`src/rtl/pcp_pkg.sv`:
```
`default_nettype none

package pcp_pkg;

  // Coordinate format: signed Q16.8, two's complement.
  localparam int COORD_WIDTH = 24;
  localparam int DIFF_WIDTH  = COORD_WIDTH + 1;
  localparam int PROD_WIDTH  = 2 * DIFF_WIDTH;
  localparam int CROSS_WIDTH = PROD_WIDTH + 1;

  // Depth of the queue between the front and back parts.
  localparam int QUEUE_DEPTH = 4;
  localparam int QPTR_WIDTH  = $clog2(QUEUE_DEPTH);
  localparam int QCNT_WIDTH  = $clog2(QUEUE_DEPTH + 1);

  typedef logic signed [COORD_WIDTH-1:0] coord_t;
  typedef logic signed [DIFF_WIDTH-1:0]  diff_t;
  typedef logic signed [PROD_WIDTH-1:0]  prod_t;
  typedef logic signed [CROSS_WIDTH-1:0] cross_t;

  // Edge sign codes.
  typedef logic [1:0] sign_t;
  localparam sign_t SIGN_NONE = 2'd0;
  localparam sign_t SIGN_POS  = 2'd1;
  localparam sign_t SIGN_NEG  = 2'd2;

  // Point offset (o) and edge vector (e) of one edge.
  typedef struct packed {
    diff_t ox;
    diff_t oz;
    diff_t ex;
    diff_t ez;
  } edge_diff_t;

  // One classified vertex as it travels from the front to the back part.
  typedef struct packed {
    logic       open_v;    // an edge from the previous vertex ends here
    edge_diff_t open_e;
    logic       last;      // closing edge present and result due
    edge_diff_t close_e;
  } edge_item_t;

  typedef struct packed {
    sign_t edge_sign;
    logic  found_outside;
  } sign_state_t;

  // Sign code of an exact cross product.
  function automatic sign_t edge_code(cross_t c);
    sign_t code;
    if (c == '0) begin
      code = SIGN_NONE;
    end else if (c[CROSS_WIDTH-1]) begin
      code = SIGN_NEG;
    end else begin
      code = SIGN_POS;
    end
    return code;
  endfunction

  // Latch the first nonzero sign and flag any later opposite sign.
  function automatic sign_state_t sign_update(sign_state_t s, sign_t code);
    sign_state_t r;
    r = s;
    if (code != SIGN_NONE) begin
      if (s.edge_sign == SIGN_NONE) begin
        r.edge_sign = code;
      end else if (s.edge_sign != code) begin
        r.found_outside = 1'b1;
      end
    end
    return r;
  endfunction

endpackage

`default_nettype wire

```
`src/rtl/pcp_queue.sv`:
```
`default_nettype none

module pcp_queue (
  input  wire logic                clk,
  input  wire logic                rst_n,
  input  wire logic                push,
  input  wire pcp_pkg::edge_item_t push_item,
  input  wire logic                pop,
  output logic                     full,
  output logic                     not_empty,
  output pcp_pkg::edge_item_t      head_item
);
  import pcp_pkg::*;

  edge_item_t            mem_r [QUEUE_DEPTH];
  logic [QPTR_WIDTH-1:0] wr_ptr_r, rd_ptr_r;
  logic [QCNT_WIDTH-1:0] count_r;
  logic                  do_push, do_pop;

  assign full      = (count_r == QCNT_WIDTH'(QUEUE_DEPTH));
  assign not_empty = (count_r != '0);
  assign do_push   = push && !full;
  assign do_pop    = pop && not_empty;
  assign head_item = mem_r[rd_ptr_r];

  // Storage needs no reset; only the pointers and count are cleared.
  always_ff @(posedge clk) begin
    if (do_push) begin
      mem_r[wr_ptr_r] <= push_item;
    end
  end

  // Pointer and fill count update.
  always_ff @(posedge clk) begin
    if (!rst_n) begin
      wr_ptr_r <= '0;
      rd_ptr_r <= '0;
      count_r  <= '0;
    end else begin
      if (do_push) begin
        wr_ptr_r <= (wr_ptr_r == QPTR_WIDTH'(QUEUE_DEPTH - 1)) ? '0 : wr_ptr_r + 1'b1;
      end
      if (do_pop) begin
        rd_ptr_r <= (rd_ptr_r == QPTR_WIDTH'(QUEUE_DEPTH - 1)) ? '0 : rd_ptr_r + 1'b1;
      end
      if (do_push && !do_pop) begin
        count_r <= count_r + 1'b1;
      end else if (do_pop && !do_push) begin
        count_r <= count_r - 1'b1;
      end
    end
  end

endmodule

`default_nettype wire

```
`config.mk`:
```
export PLATFORM = sky130hd
export DESIGN_NAME = pcp_queue
export DESIGN_NICKNAME = d
export VERILOG_FILES = /design/src/rtl/pcp_pkg.sv /design/src/rtl/pcp_queue.sv
export SDC_FILE = /design/constraint.sdc
export NUM_CORES = 1
export LEC_CHECK = 0
export BUFFER_PORTS_ARGS = -buffer_cell sky130_fd_sc_hd__buf_4
export CORE_ASPECT_RATIO = 2
export CORE_MARGIN = 2
export CORE_UTILIZATION = 34
export CTS_CLUSTER_SIZE = 8
export DETAILED_ROUTE_END_ITERATION = 12
export SETUP_SLACK_MARGIN = 0.15
export SLEW_MARGIN = 20
export SYNTH_ARGS = -nofsm -noshare
export SYNTH_HDL_FRONTEND = slang
export SYNTH_SLANG_ARGS = --single-unit
```
`constraint.sdc`:
```
create_clock -name clk -period 9.4 [get_ports clk]
set_input_delay 1.88 -clock clk [delete_from_list [all_inputs] [get_ports clk]]
set_output_delay 1.88 -clock clk [all_outputs]
set_load 0.05 [all_outputs]
```
==> summary.md <==
| Metric | Value |
|---|---|
| Status | finished clean |
| Required time worst endpoint | 7520 ps |
| Worst Tran Pin Value | 1110 ps |
| Avg Vias per Cell | 4.80 |
| Final worst path period need | 5430 ps |
| Worst-Skew Late Latency | 680 ps |
| Die Ht | 423 um |
| Largest net degree at the start of global routing | 120 |
| Multi-input gate area | 4840 sq um |
| PD cells | 315 nW/um^2 |
| Antenna Nets Post-Route | 0 |
| Setup TNS Final | 0 ps |
| Tot GR Track Use | 14.5% |
| Clk_skew | 17.7 ps |
| RR Startpoint | count_r[0] |
| Max Slew Vio Count | 0 |
| Die area | 90200 sq um |
| H-tree depth | 3 |
| Post-synthesis cell count | 1106 |
| # fillers | 7510 |
| CP Capture Type | output port |
| Initial Utilization | 34.3% |
| Library cells used by synthesis | 25 |
| Hold Crit Start | wr_ptr_r[1] |
| Final WL | 64600 um |
| Layout Nets | 1808 |
| CTS tree | done |
| Hold depth | 2 |
| # rows | 153 |
| Grt total ovfl | 0 |
| Area delta synth->final | 24.0% |
| Finished Layout Cells | 2774 |
| Cells after DPL | 2643 |
| Hold_buf cts | 0 |
| Register bit total from synthesis | 817 |
| Fmax | 184 MHz |
| CTS sink count | 817 |
| Synth Net Count | 1319 |
| Max cap viols | 0 |
| Routability cong. | 0.710 |
| Synth area leaders | edfxtp_1, mux4_2, buf_12, dfxtp_1, buf_2 |
| Fraction of synthesized cell area taken by the top area cell type | 81.4% |
| Final Hold Vio Count | 0 |
| Setup Crit Path Kind | reg -> out |
| Critical Path Source Type | flop |
| Final setup vio count | 0 |
| Vias in the first global route | 14918 |
| WP data arrival | 3550 ps |
| # resized after CTS | 0 |
| Synthesized area per cell | 27.0 sq um |
| DRC violations left | 0 |
| Starting DRT DRC Count | 615 |
| Setup bufs post-CTS | 0 |
| Root Buffer Master | clkbuf_16 |
| DIE WIDTH | 213 um |
| P_leak | 12.2 nW |
| Post-synth top area cell | edfxtp_1 |
| Antenna violations before repair | 10 |
| Syn. warnings | 0 |
| 1st-pass router iterations | 4 |
| Crit Path Max Fanout | 58 |
| RSZ-0062 raised after global routing | false |
| R2R cell count | 4 |
| Seq/Total Area, Yosys | 82.0% |
| Commonest non-fill, non-tap cell in the layout | edfxtp_1 |
| CTS Buffer Depth | 3 |
| Commonest cells after routing, fill and taps aside | edfxtp_1, buf_4, mux4_2, clkbuf_16, clkbuf_1 |
| Total core area | 86900 sq um |
| Cts bufs inserted | 112 |
| Register area | 24500 sq um |
| Layout cells sized above 1 | 46.6% |
| Worst vdd ir | 0.219 mV |
| Cell Area, Synth | 29800 sq um |
| Via count | 13322 |
| Ports | 410 |
| Final HPWL DP | 39100 um |
| Hold/Removal Path Class | reg -> reg |
| Wire per inst | 23.3 um |
| Port Buffers | 409 |
| CTS clk-pin slew, worst paths | 50 ps |
| Tcrit/Tclk final | 57.8% |
| First-pass GRT wire length | 95700 um |
| Max_slew headroom | 26.1% |
-- synth_stat cells, drive strengths merged --
| cell type | number |
|---|---|
| xnor2 | 1 |
| nor2b | 2 |
| nor2 | 2 |
| clkbuf | 4 |
| ha | 6 |
| fa | 1 |
| or3 | 2 |
| a21boi | 1 |
| o31ai | 1 |
| dfxtp | 9 |
| and2 | 5 |
| buf | 43 |
| mux2i | 3 |
| inv | 3 |
| edfxtp | 808 |
| xor2 | 1 |
| mux4 | 202 |
| nand3 | 2 |
| nand2 | 6 |
| nor3b | 1 |
| o21ai | 3 |
-- metal layers --
metal / share of wire [%] / GRT usage [%]
met4: 2.2 / 5.05
met1: 35 / 15.4
met2: 53 / 25.5
met3: 9.3 / 6.05
met5: 0.19 / 0
-- flip-flops by register name, indices dropped and copies added, names as in the netlist, named ones only --
signal and flops:
wr_ptr_r 2, count_r 3, rd_ptr_r 2, mem_r 808
-- path summary, 6_finish.rpt --
kind,endpoint,slack [ps]
worst max-delay path,head_item[132],3970
worst min-delay path,wr_ptr_r[1],500
worst max register to register,mem_r[3][167],6470
worst min register to register,wr_ptr_r[1],500
-- kinds of logic (layout without fill, tap and decap cells) --
kind of cell | Yosys count | count (layout) | synth area share [%]
AO/OA/AOI/OAI | 5 | 5 | 0.101
flip-flops | 817 | 817 | 82.0
AND/OR/NAND/NOR | 20 | 20 | 0.348
adder cells (fa/ha/maj) | 7 | 7 | 0.319
multiplexers | 205 | 205 | 15.4
XOR/XNOR | 2 | 2 | 0.0588
buffers and inverters | 50 | 555 | 1.85
other | 0 | 1 | 0
-- worst max-delay path, stage by stage, from the launching register on --
cell,delay [ps]
dfxtp_4,710
buf_4,630
buf_4,780
mux4_2,430
buf_4,210
-- through the flow --
stage	util, %	hold slack, ps	instance area [sq um]	worst slack (ps)	power, mW
2_1_floorplan	-	468	29800	1940	7.34
3_3_place_gp	39.1	480	34000	4530	8.25
3_5_place_dp	39.1	500	34000	4530	8.28
4_1_cts	42.5	507	37000	3790	11.9
5_1_grt	42.5	536	37000	3770	12.1
6_report	42.6	502	37000	3970	11.6
-- power breakdown --
part	internal (mW)	total (mW)	switching, mW
combinational	1.20	3.57	2.37
sequential	4.45	4.57	0.116
clock	2.15	3.51	1.36
-- area by class of cell --
type	instances	share of cell area [%]
antenna	1	0.00677
clock buffer	126	7.98
clock inverter	4	0.0913
inverter	3	0.0304
multi-input combinational	239	13.1
sequential	817	66.1
tap	1162	3.93
timing repair buffer	422	8.77
(Power assumes the default switching activity.)
