## config.mk

```make
export PLATFORM = sky130hd
export DESIGN_NAME = pcp_front
export DESIGN_NICKNAME = d
export VERILOG_FILES = /design/src/rtl/pcp_pkg.sv /design/src/rtl/pcp_front.sv
export SDC_FILE = /design/constraint.sdc
export NUM_CORES = 1
export LEC_CHECK = 0
export ABC_AREA = 1
export BUFFER_PORTS_ARGS = -buffer_cell sky130_fd_sc_hd__buf_2
export CORE_MARGIN = 4
export CORE_UTILIZATION = 55
export CTS_BUF_LIST = sky130_fd_sc_hd__clkbuf_16
export CTS_CLUSTER_SIZE = 25
export DETAILED_ROUTE_END_ITERATION = 10
export PLACE_DENSITY = 0.78
export RECOVER_POWER = 50
export SLEW_MARGIN = 25
export SYNTH_ARGS = -nofsm -noshare
export SYNTH_HDL_FRONTEND = slang
export SYNTH_SLANG_ARGS = --single-unit
```

## constraint.sdc

```tcl
create_clock -name clk -period 2.76 [get_ports clk]
set_input_delay 0.414 -clock clk [delete_from_list [all_inputs] [get_ports clk]]
set_output_delay 0.414 -clock clk [all_outputs]
set_load 0.1 [all_outputs]
```

## src/rtl/pcp_pkg.sv

```systemverilog
`default_nettype none

package pcp_pkg;

  // Coordinate format: signed Q16.8, two's complement.
  localparam int COORD_WIDTH = 24;
  localparam int DIFF_WIDTH  = COORD_WIDTH + 1;
  localparam int PROD_WIDTH  = 2 * DIFF_WIDTH;
  localparam int CROSS_WIDTH = PROD_WIDTH + 1;

  // Depth of the queue between the front and back parts.
  localparam int QUEUE_DEPTH = 4;
  localparam int QPTR_WIDTH  = $clog2(QUEUE_DEPTH);
  localparam int QCNT_WIDTH  = $clog2(QUEUE_DEPTH + 1);

  typedef logic signed [COORD_WIDTH-1:0] coord_t;
  typedef logic signed [DIFF_WIDTH-1:0]  diff_t;
  typedef logic signed [PROD_WIDTH-1:0]  prod_t;
  typedef logic signed [CROSS_WIDTH-1:0] cross_t;

  // Edge sign codes.
  typedef logic [1:0] sign_t;
  localparam sign_t SIGN_NONE = 2'd0;
  localparam sign_t SIGN_POS  = 2'd1;
  localparam sign_t SIGN_NEG  = 2'd2;

  // Point offset (o) and edge vector (e) of one edge.
  typedef struct packed {
    diff_t ox;
    diff_t oz;
    diff_t ex;
    diff_t ez;
  } edge_diff_t;

  // One classified vertex as it travels from the front to the back part.
  typedef struct packed {
    logic       open_v;    // an edge from the previous vertex ends here
    edge_diff_t open_e;
    logic       last;      // closing edge present and result due
    edge_diff_t close_e;
  } edge_item_t;

  typedef struct packed {
    sign_t edge_sign;
    logic  found_outside;
  } sign_state_t;

  // Sign code of an exact cross product.
  function automatic sign_t edge_code(cross_t c);
    sign_t code;
    if (c == '0) begin
      code = SIGN_NONE;
    end else if (c[CROSS_WIDTH-1]) begin
      code = SIGN_NEG;
    end else begin
      code = SIGN_POS;
    end
    return code;
  endfunction

  // Latch the first nonzero sign and flag any later opposite sign.
  function automatic sign_state_t sign_update(sign_state_t s, sign_t code);
    sign_state_t r;
    r = s;
    if (code != SIGN_NONE) begin
      if (s.edge_sign == SIGN_NONE) begin
        r.edge_sign = code;
      end else if (s.edge_sign != code) begin
        r.found_outside = 1'b1;
      end
    end
    return r;
  endfunction

endpackage

`default_nettype wire

```

## src/rtl/pcp_front.sv

```systemverilog
`default_nettype none

module pcp_front (
  input  wire logic                clk,
  input  wire logic                rst_n,
  input  wire logic                in_valid,
  input  wire logic                q_full,
  input  wire pcp_pkg::coord_t     in_vertex_x,
  input  wire pcp_pkg::coord_t     in_vertex_z,
  input  wire pcp_pkg::coord_t     in_point_x,
  input  wire pcp_pkg::coord_t     in_point_z,
  input  wire logic                in_last_vertex,
  output logic                     in_stall,
  output logic                     push,
  output pcp_pkg::edge_item_t      push_item
);
  import pcp_pkg::*;

  coord_t first_vx_r, first_vz_r, prev_vx_r, prev_vz_r;
  logic   mid_polygon_r;
  coord_t first_x, first_z;

  // The queue being full is the only reason to hold off the source.
  assign in_stall = q_full;
  assign push     = in_valid && !q_full;

  // On the first vertex of a polygon the closing edge goes back to itself.
  assign first_x = mid_polygon_r ? first_vx_r : in_vertex_x;
  assign first_z = mid_polygon_r ? first_vz_r : in_vertex_z;

  // Edge differences are exact at one bit wider than the coordinates.
  always_comb begin
    push_item.open_v     = mid_polygon_r;
    push_item.open_e.ox  = diff_t'(in_point_x)  - diff_t'(prev_vx_r);
    push_item.open_e.oz  = diff_t'(in_point_z)  - diff_t'(prev_vz_r);
    push_item.open_e.ex  = diff_t'(in_vertex_x) - diff_t'(prev_vx_r);
    push_item.open_e.ez  = diff_t'(in_vertex_z) - diff_t'(prev_vz_r);
    push_item.last       = in_last_vertex;
    push_item.close_e.ox = diff_t'(in_point_x)  - diff_t'(in_vertex_x);
    push_item.close_e.oz = diff_t'(in_point_z)  - diff_t'(in_vertex_z);
    push_item.close_e.ex = diff_t'(first_x)     - diff_t'(in_vertex_x);
    push_item.close_e.ez = diff_t'(first_z)     - diff_t'(in_vertex_z);
  end

  // Polygon tracking state, updated on every transfer.
  always_ff @(posedge clk) begin
    if (!rst_n) begin
      first_vx_r    <= '0;
      first_vz_r    <= '0;
      prev_vx_r     <= '0;
      prev_vz_r     <= '0;
      mid_polygon_r <= 1'b0;
    end else if (push) begin
      if (!mid_polygon_r) begin
        first_vx_r <= in_vertex_x;
        first_vz_r <= in_vertex_z;
      end
      prev_vx_r     <= in_vertex_x;
      prev_vz_r     <= in_vertex_z;
      mid_polygon_r <= !in_last_vertex;
    end
  end

endmodule

`default_nettype wire

```

==> results of run 1 <==
timing repair:
item | in CTS
setup buffers | 42
cloned | 6
pin swaps | 80
setup endpoints to repair | 98
resized for setup | 322
cells by family after synthesis:
group / Yosys count / synth area share, %
and+or+nand+nor: 2075 / 45.04
buffers and inverters: 867 / 17.79
AOI/OAI and AO/OA: 296 / 7.985
adders and majority gates: 200 / 13.81
xor gates and xnor gates: 104 / 4.910
DFF: 97 / 10.47
through the flow:
step	setup slack (ns)	hold WS [ns]	setup TNS, ns	instance area, sq um
2_1_floorplan	-0.2367	0.4757	-1.570	19950
3_3_place_gp	-0.07236	0.4924	-0.1645	25770
3_5_place_dp	-0.1175	0.4974	-0.6113	25770
4_1_cts	-0.2966	0.2598	-7.938	27890
metal layers:
| layer | overflow | track usage, % |
|---|---|---|
| met1 | 22 | 82.88 |
| met4 | 290 | 97.76 |
| met3 | 18 | 75.61 |
| met5 | 2 | 45.33 |
| met2 | 611 | 104.2 |
==> metrics.yaml, run 1 <==
timing:
  worstEpCategory: "primary output"
  grt-worst-endpoint: "push_item[13]"
synthesis:
  ys_ff_latch: 97
  synth_commonest_cells: "nand2_1, inv_1, nor2_1"
  syn_area_per_cell_sq_um: 5.098
  syn_inst: 3639
  synth_most_common_cell: "nand2_1"
  yosys_warnings: 0
  yosys-top-cells-area: "nand2_1, inv_1, ha_1, dfxtp_1, nor2_1"
  syn_nets: 3940
  synth-edff-count: 0
  yosysTopAreaCell: "nand2_1"
  synth_top_area_share_pct: 29.52
  synthesis.area_sq_mm: 0.01855
  synth_async_sr_flop_share_pct: 0
  synthDistinctLibCells: 26
  synth_ff_type: "dfxtp_1"
  ys_seq_area_share_pct: 10.47
place:
  portBuffers: 304
  dpl.cell_count: 4502
  place_congestion: 1.090
  dp_hpwl_mm: 63.34
clock_network:
  numCtsBuffers: 9
  cts.path.max_buffers: 2
  htreeDepth: 3
  cts.sink_count: 97
  clockRootBuffer: "clkbuf_16"
  ctsHoldBuffers: 0
outcome:
  error: "[ERROR GRT-0232] Routing congestion too high. Check the congestion heatmap in the GUI."
  haltStage: "5_1_grt"
  status: "aborted with a tool error"
die:
  start_util_pct: 56.45
  rows: 66
  die_w_um: 191.7
  die_h_um: 191.7
  io_pins: 305
global_routing:
  gr-total-overflow: 943
  grtUsageTotal_pct: 88.36
  grt_max_degree: 152
==> inputs of run 2 (changes only) <==
- CORE_UTILIZATION: 55 -> 40
- CTS_BUF_LIST: sky130_fd_sc_hd__clkbuf_16 -> default
- CTS_CLUSTER_SIZE: 25 -> default
- PLACE_DENSITY: 0.78 -> default
- PLACE_DENSITY_LB_ADDON: default -> 0.15
==> metrics.yaml, run 2 <==
outcome:
  status: "finished with violations"  # was aborted with a tool error
  violations: "negative setup slack"
timing:
  hold_viol: 0
  post-route-period-util_pct: 113.0
  min_period_ns: 3.118
  hold_ws_ns: 0.2288
  slew_violations: 0
  setup_viol: 45
  tightest_slew_ns: 1.375
  fin_worst_skew_ns: 0.007133
  max-slew-margin-rel_pct: 8.697
  fmax_mhz: 320.8
  fin_setup_tns_ns: -10.20
  setup_ws_ns: -0.3577
  rsz0062_at_grt: "yes"
clock_network:
  cts.sink_count: 97  # unchanged
  clockRootBuffer: "clkbuf_16"  # unchanged
  ctsHoldBuffers: 0  # unchanged
  clk_latency_ns: 0.39
  path_clk_slew_ns: 0.08
  cts.path.max_buffers: 2  # unchanged
  htreeDepth: 3  # unchanged
  numCtsBuffers: 9  # unchanged
  cts_tree: "done"
final_layout:
  layout-drive-gt1-share_pct: 30.17
  final_cell_mix: "nand2_1, inv_1, buf_4"
  regArea_sq_mm: 0.001962
  syn2layout_area_growth_pct: 61.90
  finalCoreUtilization_pct: 65.90
  fillers: 4169
  fin_nets: 4479
  multi_input_area_sq_mm: 0.01743
  layout_commonest_cell: "nand2_1"
  fin_area_sq_mm: 0.03004
global_routing:
  gr-total-overflow: 0
  grt_max_degree: 77
  use_met1_pct: 35.50
  use_met2_pct: 49.64
  antenna_found_initial: 1
  grt_most_used_layer: "met2"
  first_global_vias: 21570
  grtUsageTotal_pct: 28.97
  grt_pass1_wl_mm: 114.7
  met3_usage_pct: 3.974
place:
  place_ws_ns: -0.07074  # was -0.1175 ns
  dp_hpwl_mm: 63.79  # was 63.34 mm
  place_congestion: 0.9642  # was 1.090
  portBuffers: 304  # unchanged
  place_area_sq_mm: 0.02652  # was 0.02577 sq mm
synthesis:
  ys_ff_latch: 97  # unchanged
  ys_seq_area_share_pct: 10.47  # unchanged
  yosys_warnings: 0  # unchanged
  syn_inst: 3639  # unchanged
  synth_async_sr_flop_share_pct: 0  # unchanged
  syn_area_per_cell_sq_um: 5.098  # unchanged
  yosysTopAreaCell: "nand2_1"  # unchanged
  synthDistinctLibCells: 26  # unchanged
  yosys-top-cells-area: "nand2_1, inv_1, ha_1, dfxtp_1, nor2_1"  # unchanged
  synth_ff_type: "dfxtp_1"  # unchanged
  synth_top_area_share_pct: 29.52  # unchanged
  syn_nets: 3940  # unchanged
  synth_most_common_cell: "nand2_1"  # unchanged
  synth_commonest_cells: "nand2_1, inv_1, nor2_1"  # unchanged
  synth-edff-count: 0  # unchanged
  synthesis.area_sq_mm: 0.01855  # unchanged
setup_path:
  cp_cell_sequence: "buf_12, clkbuf_16, o21ai_1, ha_1, nand2_2, nor2_4, nand2_1, nor2_1, nand2_1, nand3_1, nand2_1, nand2_2, buf_12"
  cp-startpoint: "mid_polygon_r$_SDFFE_PN0P_"
  crit_family: "simple AND/OR/NAND/NOR gates"
  r2r-start: "mid_polygon_r$_SDFFE_PN0P_"
  path_class: "reg2out"
  startpoint_type: "register"
  timing.rr.end: "first_vx_r[23]$_SDFFE_PN0P_"
  crit_fanout: 11
  cpPeakStageDelay_ns: 0.48
  worstSetupPathDepth: 13
  cp_num_buf_inv: 3
  ff2ff_setup_slack_ns: 1.50
  crit_top_cell: "nand2_1"
  endpoint: "push_item[48]"
  worstPathRequired_ns: 2.35
  cp_slowest_cell: "dfxtp_4"
  cp-end-kind: "primary output"
  arrival_ns: 2.70
  reg2regPathDepth: 6
hold_path:
  hp-class: "in2reg"
die:
  die-area_sq_mm: 0.04989
  start_util_pct: 40.70  # was 56.45%
  die_w_um: 223.4  # was 191.7 um
  core_sq_mm: 0.04558
  io_pins: 305  # unchanged
  die_h_um: 223.4  # was 191.7 um
  rows: 78  # was 66
run:
  maxCapViolCount: 0
route:
  wl_mm: 76.81
  num_vias: 23240
  drc_errors: 0
  postRouteAntennaNets: 0
  routedWlPerCell_um: 16.06
  drt_iter0_drc: 1627
  via_per_inst: 4.857
  firstDrtPassIters: 6
power:
  pwr_density_cell_mw_per_mm2: 572.7
  ir_drop_mv: 0.6389
  leakagePower_uw: 0.01608
[run 2: cell counts after synthesis]
Identical to the previous run, type by type.
[run 2: how the worst min path moves through the flow]
| stage | startpoint | endpoint | slack, ns | depth (start not counted) |
|---|---|---|---|---|
| floorplan | first_vx_r[10]$_SDFFE_PN0P_ | first_vx_r[10]$_SDFFE_PN0P_ | 0.48 | 2 |
| global placement | first_vz_r[10]$_SDFFE_PN0P_ | first_vz_r[10]$_SDFFE_PN0P_ | 0.49 | 2 |
| detailed placement | first_vx_r[20]$_SDFFE_PN0P_ | first_vx_r[20]$_SDFFE_PN0P_ | 0.50 | 2 |
| CTS | in_last_vertex | mid_polygon_r$_SDFFE_PN0P_ | 0.23 | 2 |
| global route | in_last_vertex | mid_polygon_r$_SDFFE_PN0P_ | 0.23 | 2 |
| finish | in_last_vertex | mid_polygon_r$_SDFFE_PN0P_ | 0.23 | 2 |
[run 2: cells by family after synthesis]
kind of cell | Yosys count | share of synthesized area (%)
DFF | 97 | 10.47
xor gates and xnor gates | 104 | 4.910
and+or+nand+nor | 2075 | 45.04
buffers and inverters | 867 | 17.79
adders and majority gates | 200 | 13.81
AOI/OAI and AO/OA | 296 | 7.985
[run 2: layer usage]
metal	share of wire (%)	routed length, um
met1	40	31050
met2	48	36500
met5	0	0
met3	6.1	4677
met4	6.0	4582
[run 2: per-stage QoR]
| stage | instances | total power, uW |
|---|---|---|
| 2_1_floorplan | 3639 | 10190 |
| 3_3_place_gp | 4725 | 14840 |
| 3_5_place_dp | 4725 | 14840 |
| 4_1_cts | 4754 | 16470 |
| 5_1_grt | 4783 | 18000 |
| 6_report | 4784 | 17200 |
[run 2: area by class of cell]
cell class / instances / share of cell area (%)
antenna: 1 / 0.008332
multi-input combinational: 2675 / 58.04
timing repair buffer: 573 / 21.60
clock buffer: 9 / 0.7498
tap: 600 / 2.499
clock inverter: 7 / 0.2833
inverter: 822 / 10.29
sequential: 97 / 6.532
[run 2: report_power, final]
part | total (uW) | internal [uW] | switching (uW)
clock network | 1330 | 647 | 682
logic | 14300 | 4950 | 9370
registers | 1550 | 1490 | 58.7
[run 2: repair_timing]
item	in CTS	in global routing
hold endpoints to repair	0	0
setup buffers	12	25
pin swaps	32	85
setup endpoints to repair	95	152
cloned	1	4
resized for setup	173	501
No activity file was read; power rests on OpenSTA's default activity.
==> inputs of run 3 (changes only) <==
- CTS_CLUSTER_DIAMETER: default -> 150
- REMOVE_ABC_BUFFERS: default -> 1
- clock period: 2.76 -> 3.2 ns (I/O delays scaled with it)
==> metrics.yaml, run 3 (synthesis gave the netlist of run 2 again) <==
outcome:
  status: "finished, final reports clean"  # was finished with violations
clock_network:
  clockRootBuffer: "clkbuf_16"  # unchanged
  ctsHoldBuffers: 0  # unchanged
  path_clk_slew_ns: 0.08  # about the same
  htreeDepth: 3  # unchanged
  cts_tree: "done"  # unchanged
  cts.sink_count: 97  # unchanged
  cts.path.max_buffers: 2  # unchanged
  numCtsBuffers: 9  # unchanged
  clk_latency_ns: 0.36  # was 0.39 ns
timing:
  fmax_mhz: 316.6
  hold_viol: 0  # unchanged
  setup_viol: 0  # was 45
  max-slew-margin-rel_pct: 17.50  # was 8.697%
  slew_violations: 0  # unchanged
  post-route-period-util_pct: 98.71
  fin_worst_skew_ns: 0.008905  # was 0.007133 ns
  rsz0062_at_grt: "yes"  # unchanged
  setup_ws_ns: 0.04141  # was -0.3577 ns
  fin_setup_tns_ns: 0  # was -10.20 ns
  min_period_ns: 3.159
  tightest_slew_ns: 1.243  # was 1.375 ns
place:
  dp_hpwl_mm: 62.94  # was 63.79 mm
  place_congestion: 1.009  # was 0.9642
  place_ws_ns: 0.09745  # was -0.07074 ns
  portBuffers: 304  # unchanged
die:
  rows: 78  # unchanged
  start_util_pct: 40.70  # unchanged
  die-area_sq_mm: 0.04989  # unchanged
  io_pins: 305  # unchanged
  core_sq_mm: 0.04558  # unchanged
  die_h_um: 223.4  # unchanged
  die_w_um: 223.4  # unchanged
final_layout:
  insertedDiodeCount: 0  # was 1
  layout_commonest_cell: "nand2_1"  # unchanged
  finalCoreUtilization_pct: 52.47  # was 65.90%
  multi_input_area_sq_mm: 0.01363  # was 0.01743 sq mm
  syn2layout_area_growth_pct: 28.91  # was 61.90%
  regArea_sq_mm: 0.001946  # was 0.001962 sq mm
  fillers: 4902  # was 4169
  final_cell_mix: "nand2_1, inv_1, nor2_1"  # was nand2_1, inv_1, buf_4
  fin_nets: 4268  # was 4479
  layout-drive-gt1-share_pct: 12.46  # was 30.17%
setup_path:
  crit_top_cell: "nand2_1"  # unchanged
  cpPeakStageDelay_ns: 0.45  # was 0.48 ns
  worstPathRequired_ns: 2.72  # was 2.35 ns
  cp-end-kind: "primary output"  # unchanged
  path_class: "reg2out"  # unchanged
  startpoint_type: "register"  # unchanged
  reg2regPathDepth: 5  # was 6
  crit_fanout: 31  # was 11
  cp_cell_sequence: "buf_12, nand2_1, o21ai_1, ha_2, nand2_1, inv_1, nand2_1, nand2_1, a21oi_1, nand2_1, xor2_2, buf_12"  # was buf_12, clkbuf_16, o21ai_1, ha_1, nand2_2, nor2_4, nand2_1, nor2_1, nand2_1, nand3_1, nand2_1, nand2_2, buf_12
  arrival_ns: 2.68  # was 2.70 ns
  cp_slowest_cell: "dfxtp_4"  # unchanged
power:
  power_switching_uw: 8018  # was 10110 uW
  p_sw_share_pct: 61.74  # was 58.75%
  leakagePower_uw: 0.01428  # was 0.01608 uW
  power_frac_seq_pct: 10.2  # was 9.0%
  p_comb_share_pct: 80.7  # was 83.2%
  pwr_density_cell_mw_per_mm2: 543.1  # was 572.7 mW/mm^2
  internal-power_uw: 4969  # was 7095 uW
  ir_drop_mv: 0.6458  # was 0.6389 mV
  p_clk_share_pct: 9.0  # was 7.7%
route:
  via_per_inst: 4.848  # was 4.857
  postRouteAntennaNets: 0  # unchanged
  drt_iter0_drc: 1676  # was 1627
  num_vias: 22170  # was 23240
  drc_errors: 0  # unchanged
  firstDrtPassIters: 5  # was 6
  routedWlPerCell_um: 15.94  # was 16.06 um
  wl_mm: 72.87  # was 76.81 mm
global_routing:
  grtUsageTotal_pct: 27.74  # was 28.97%
  grt_pass1_wl_mm: 110.2  # was 114.7 mm
  grt_max_degree: 126  # was 77
  first_global_vias: 19610  # was 21570
  antenna_found_initial: 0  # was 1
  gr-total-overflow: 0  # unchanged
hold_path:
  hp-class: "in2reg"  # unchanged
  min_path_cells: 2  # unchanged
run:
  maxCapViolCount: 0  # unchanged
==> run 3: critical path, delay by kind of cell, from the launching register on <==
family | cells | cell delay (ns)
compound gates | 2 | 0.33
xor+xnor | 1 | 0.18
fa+ha+maj | 1 | 0.37
buf+inv | 3 | 0.46
flops | 1 | 0.45
simple gates | 5 | 0.52
==> run 3: final cells by class <==
cell class,instances,share of cell area [%]
Tap cell,600,3.139
Multi-Input combinational cell,2675,57.01
Clock inverter,4,0.2145
Timing Repair Buffer,362,17.52
Clock buffer,12,1.073
Inverter,822,12.90
Sequential cell,97,8.136
==> run 3: stage by stage <==
stage	hold slack (ns)	std cells	area, sq um	total power [uW]
2_1_floorplan	0.4782	3594	18340	8264
3_3_place_gp	0.4956	4537	23160	11670
3_5_place_dp	0.4958	4537	23160	11650
4_1_cts	0.2972	4557	23570	12890
5_1_grt	0.3023	4572	23910	13600
6_report	0.3048	4572	23910	12990
==> run 3: layer usage <==
| layer | vias to the layer above | global-route usage, % | part of all wire [%] |
|---|---|---|---|
| met5 | - | 0 | 0 |
| met4 | 0 | 5.130 | 1.7 |
| met3 | 57 | 2.711 | 6.7 |
| met2 | 691 | 43.71 | 43 |
| met1 | 9832 | 41.31 | 48 |
| li1 | 11590 | - | - |
==> run 3: worst paths after layout <==
kind,startpoint,to,slack (ns)
worst max-delay path,mid_polygon_r$_SDFFE_PN0P_,push_item[41],0.04
worst min-delay path,in_last_vertex,mid_polygon_r$_SDFFE_PN0P_,0.30
worst max register to register,mid_polygon_r$_SDFFE_PN0P_,first_vx_r[15]$_SDFFE_PN0P_,2.05
worst min register to register,first_vz_r[8]$_SDFFE_PN0P_,first_vz_r[8]$_SDFFE_PN0P_,0.52
==> run 3: power groups by stage <==
| stage | logic [uW] | clock network [uW] | registers, uW |
|---|---|---|---|
| after floorplan | 6900 | 0 | 1360 |
| final | 10500 | 1170 | 1330 |
| after global placement | 10300 | 0 | 1360 |
| after detailed placement | 10300 | 0 | 1360 |
| after CTS | 10400 | 1200 | 1330 |
| after global routing | 11000 | 1250 | 1340 |
==> run 3: repair_timing <==
| item | CTS | global route |
|---|---|---|
| setup buffers | 4 | 14 |
| pin swaps | 2 | 18 |
| gates cloned | 0 | 1 |
| resized for setup | 20 | 107 |
| setup endpoints to repair | 42 | 47 |
